<file path="config.mk">
export PLATFORM = sky130hd
export DESIGN_NAME = ftoc_ctrl
export DESIGN_NICKNAME = d
export VERILOG_FILES = /design/src/hdl/ftoc_pkg.sv /design/src/hdl/ftoc_ctrl.sv
export SDC_FILE = /design/constraint.sdc
export NUM_CORES = 1
export LEC_CHECK = 0
export BUFFER_PORTS_ARGS = -buffer_cell sky130_fd_sc_hd__buf_2
export CAP_MARGIN = 20
export CORE_AREA = 2 2 39 41
export CTS_BUF_LIST = sky130_fd_sc_hd__clkbuf_16
export DETAILED_ROUTE_END_ITERATION = 16
export DIE_AREA = 0 0 41 43
export PLACE_DENSITY = 0.41
export SYNTH_ARGS = -nofsm -noshare
export SYNTH_HDL_FRONTEND = slang
export SYNTH_SLANG_ARGS = --single-unit
</file>
<file path="constraint.sdc">
create_clock -name clk_i -period 1 [get_ports clk_i]
set_input_delay 0.2 -clock clk_i [delete_from_list [all_inputs] [get_ports clk_i]]
set_output_delay 0.2 -clock clk_i [all_outputs]
set_load 0.01 [all_outputs]
</file>
<file path="src/hdl/ftoc_pkg.sv">
// Package for the flow-to-owner cache: operation codes, field widths, control structs.
// No dependencies.
`default_nettype none
package ftoc_pkg;
  localparam int OpW = 2;
  localparam int OwnerW = 23;
  localparam int TickW = 32;
  localparam int CfgW = 31;

  typedef enum logic [1:0] {
    OP_LOOKUP   = 2'd0,
    OP_RESOLVED = 2'd1,
    OP_NEGATIVE = 2'd2,
    OP_EXISTS   = 2'd3
  } op_e;

  localparam logic [1:0] REG_TTL = 2'd0;
  localparam logic [1:0] REG_HOLD = 2'd1;
  localparam logic [1:0] REG_COOL = 2'd2;

  typedef struct packed {
    logic start;     // begin a sweep over all slots
    logic apply;     // apply operation to the found or chosen slot
    logic evict;     // drop the oldest slot
  } ftoc_cmd_t;

  typedef struct packed {
    logic sweep_done;
    logic apply_done;
  } ftoc_sts_t;

  function automatic logic tick_before(input logic [TickW-1:0] a, input logic [TickW-1:0] b);
    logic [TickW-1:0] d;
    d = a - b;
    return d[TickW-1];
  endfunction
endpackage
`default_nettype wire

</file>
<file path="src/hdl/ftoc_ctrl.sv">
// Controller of the flow-to-owner cache: sequences sweep, evict and apply steps.
// Depends on ftoc_pkg.
`default_nettype none
module ftoc_ctrl (
  input  wire logic              clk_i,
  input  wire logic              rst_ni,
  input  wire logic              in_valid_i,
  output logic                   in_ready_o,
  input  wire logic              out_taken_i,
  output logic                   out_valid_o,
  input  wire logic              need_evict_i,
  output ftoc_pkg::ftoc_cmd_t    cmd_o,
  input  wire ftoc_pkg::ftoc_sts_t sts_i
);
  import ftoc_pkg::*;
  localparam logic [2:0] S_IDLE  = 3'd0;
  localparam logic [2:0] S_SWEEP = 3'd1;
  localparam logic [2:0] S_EVICT = 3'd2;
  localparam logic [2:0] S_APPLY = 3'd3;
  localparam logic [2:0] S_OUT   = 3'd4;

  logic [2:0] state_q, state_d;

  always_comb begin
    state_d = state_q;
    cmd_o = '0;
    in_ready_o = 1'b0;
    out_valid_o = 1'b0;
    case (state_q)
      S_IDLE: begin
        in_ready_o = 1'b1;
        if (in_valid_i) begin
          cmd_o.start = 1'b1;
          state_d = S_SWEEP;
        end
      end
      S_SWEEP: if (sts_i.sweep_done) begin
        state_d = need_evict_i ? S_EVICT : S_APPLY;
      end
      S_EVICT: begin
        cmd_o.evict = 1'b1;
        state_d = S_APPLY;
      end
      S_APPLY: begin
        cmd_o.apply = 1'b1;
        if (sts_i.apply_done) state_d = S_OUT;
      end
      S_OUT: begin
        out_valid_o = 1'b1;
        if (out_taken_i) state_d = S_IDLE;
      end
      default: state_d = S_IDLE;
    endcase
  end

  always_ff @(posedge clk_i or negedge rst_ni) begin
    if (!rst_ni) state_q <= S_IDLE;
    else state_q <= state_d;
  end
endmodule
`default_nettype wire

</file>
==> flow_summary.yaml <==
finish:
  top_register: "state_q"
  largestRegisters: "state_q x3"
  largest_register_ffs: 3
  final_core_utilization_pct: 33.36
  nFillCells: 132
  final_nets: 50
  n_antenna_cell: 0
  syn2layout_area_growth_pct: 110.9
  finalInstanceArea_um2: 461.7
  final_standard_cell_count_with_taps_included_and_fillers_excluded: 58
  post_route_cells_drive_above_1_share_pct: 78.57
routing:
  ant_nets: 0
  pre_antenna_drt_iters: 1
  routed_via_density: 4.103
  drc: 0
  routed_wirelength_um: 620
  drt_first_iter_violations: 0
  routed-via-count: 238
  avgRoutedWirePerCell_um: 10.69
setup_path:
  rrSetupSlack_ns: -0.30
  critPathRequiredTime_ns: 0.80
  criticalPathCategory: "register to output port"
  worst-path-max-fanout: 6
  worst_setup_path_start_kind: "register"
  setup.worst_path.end_class: "output port"
  max_stage_delay_ns: 0.45
  critical-path-top-delay-family: "flip-flops"
  cp.buffers_inverters: 1
  crit_path_cell_trace: "nor3_4, and2_4, buf_6"
  crit_slowest_cell: "sky130_fd_sc_hd__dfrtp_2"
  cp.arrival_ns: 1.11
synth:
  synth_cell_types: 18
  synth.cell_area_um2: 219.0
  synth.net_count: 27
  postSynthCellCount: 20
  synth_area_leaders: "sky130_fd_sc_hd__dfrtp_1, sky130_fd_sc_hd__mux2_4, sky130_fd_sc_hd__a211oi_2"
  synth.yosys.seq_area_share_pct: 34.29
  synthesis.yosys.warnings: 0
  synth_top_area_share_pct: 34.29
  syn_area_per_cell_um2: 10.95
  synth-seq-cells: 3
  yosysTopAreaCell: "sky130_fd_sc_hd__dfrtp_1"
timing:
  max-slew-margin-rel_pct: 86.61
  setup_total_negative_slack_ns: -1.693
  fin_ws_ns: -0.3084
  setup_violations: 7
  post_layout_minimum_cycle_time_ns: 1.308
  timing.hold.ws_ns: 0.2570
  max_freq_mhz: 764.3
  timing_worst_slew_pin_value_ns: 0.1993
  fin_worst_skew_ns: 0.002680
  rsz0062_at_grt: "true"
  final_hold_vios: 0
  timing_max_transition_violations_final: 0
  post-route-period-util_pct: 130.8
die:
  row_count: 14
  num_io_pins: 12
  initial_core_util_pct: 15.82
  die_h_um: 43
  core_region_area_um2: 1384
  total_die_area_um2: 1763
  chipWidth_um: 41
global_route:
  pin_count_of_the_biggest_net_entering_global_routing: 8
  first_global_vias: 241
  global_route.usage.total_pct: 9.347
  grt_pass1_wl_mm: 1.007
  grt_overflow_total: 0
  antenna_found_initial: 0
power:
  power_density_nw_per_um2: 3452
  vdd.ir_drop.worst_v: 0.001090
  cellLeakagePower_uw: 0.0002285
cts:
  cts_buffers: 3
  clock_tree_from_tritoncts: "done"
  clock-root-buffer: "sky130_fd_sc_hd__clkbuf_16"
  clock_latency_ns: 0.22
  worst_path_clk_slew_ns: 0.03
  ctsHtreeMaxLevel: 1
  clock-sinks: 3
  clockBufferDepth: 2
run:
  drv_cap: 0
status:
  outcome: "complete, but fails checks"
  violations_in_the_final_reports: "negative setup slack"
min_path:
  timing.hold.worst.class: "input pin to register"
placement:
  placed_cells: 46
  gp_routability_congestion: 0.6846
  detailedPlacementHpwl_um: 359.4
  post_dp_cell_area_um2: 294.0
  placement.io_buffers: 11
==> per-layer routing <==
| layer | share of wire, % | track usage, % | vias to the layer above |
|---|---|---|---|
| met5 | 0 | 0 | - |
| met4 | 2.3 | 10.00 | 0 |
| met3 | 8.5 | 4.712 | 2 |
| met2 | 47 | 12.19 | 11 |
| met1 | 42 | 9.677 | 110 |
| li1 | - | - | 115 |
==> logic make-up after synthesis <==
| kind of cell | synth area share [%] |
|---|---|
| buffers and inverters | 12.57 |
| AOI/OAI and AO/OA | 20.00 |
| and+or+nand+nor | 26.29 |
| DFF | 34.28 |
| muxes | 6.855 |
==> layout make-up <==
class	count	area [um2]	area share, %
inverter	1	3.754	0.8130
clock buffer	3	75.07	16.26
multi-input combinational	13	133.9	29.00
timing repair buffer	21	146.4	31.71
clock inverter	1	3.754	0.8130
tap	16	20.02	4.336
sequential	3	78.83	17.07
==> synth_stat cells <==
library cell	number
sky130_fd_sc_hd__a21oi_1	1
sky130_fd_sc_hd__a21bo_1	1
sky130_fd_sc_hd__and3b_1	1
sky130_fd_sc_hd__and2_1	1
sky130_fd_sc_hd__nor3_1	1
sky130_fd_sc_hd__buf_6	1
sky130_fd_sc_hd__nand3b_1	1
sky130_fd_sc_hd__buf_4	1
sky130_fd_sc_hd__inv_1	1
sky130_fd_sc_hd__a22o_1	1
sky130_fd_sc_hd__nor3b_2	1
sky130_fd_sc_hd__o21a_1	1
sky130_fd_sc_hd__dfrtp_1	3
sky130_fd_sc_hd__a211oi_2	1
sky130_fd_sc_hd__nor3_2	1
sky130_fd_sc_hd__buf_2	1
sky130_fd_sc_hd__nor3b_1	1
sky130_fd_sc_hd__mux2_4	1
==> per-stage QoR <==
stage	total power, uW	worst slack (ns)
2_1_floorplan	661.3	-0.08804
5_1_grt	1673	-0.3549
3_3_place_gp	723.4	-0.1434
6_report	1594	-0.3084
4_1_cts	1537	-0.3104
3_5_place_dp	728.3	-0.1563
==> tightest hold or removal path, stage by stage <==
cell and delay [ns]:
sky130_fd_sc_hd__buf_2 0.07, sky130_fd_sc_hd__o21a_1 0.12, sky130_fd_sc_hd__a211oi_2 0.06
==> final timing paths <==
path | from | endpoint | depth (start not counted)
setup / recovery | state_q[2] | cmd_o[2] | 3
hold / removal | need_evict_i | state_q[0] | 3
setup reg to reg | state_q[1] | state_q[0] | 4
hold reg to reg | state_q[2] | state_q[1] | 1
max in group asynchronous | rst_ni | state_q[1] | 2
min in group asynchronous | rst_ni | state_q[0] | 2
==> where the power goes <==
part	switching, uW	total, uW	internal (uW)
Combinational	222	655	433
Clock	111	626	516
Sequential	127	312	185
Total	459	1590	1130
==> cell usage in the layout (no fill, tap or decap), types with 2 or more instances in the layout <==
master / netlist / layout
sky130_fd_sc_hd__dfrtp_2: 0 / 3
sky130_fd_sc_hd__inv_1: 1 / 2
sky130_fd_sc_hd__nor3b_2: 1 / 2
sky130_fd_sc_hd__buf_2: 1 / 10
sky130_fd_sc_hd__clkbuf_16: 0 / 3
sky130_fd_sc_hd__buf_4: 1 / 7
sky130_fd_sc_hd__buf_6: 1 / 3
==> what timing repair did <==
| item | in CTS | in global routing |
|---|---|---|
| endpoints found under the setup margin | 8 | 8 |
| hold buffers | 1 | 0 |
| pin swaps | 4 | 4 |
| setup buffers | 4 | 4 |
| hold endpoints to repair | 3 | 0 |
| resized for setup | 6 | 3 |
No activity file was read; power rests on OpenSTA's default activity.
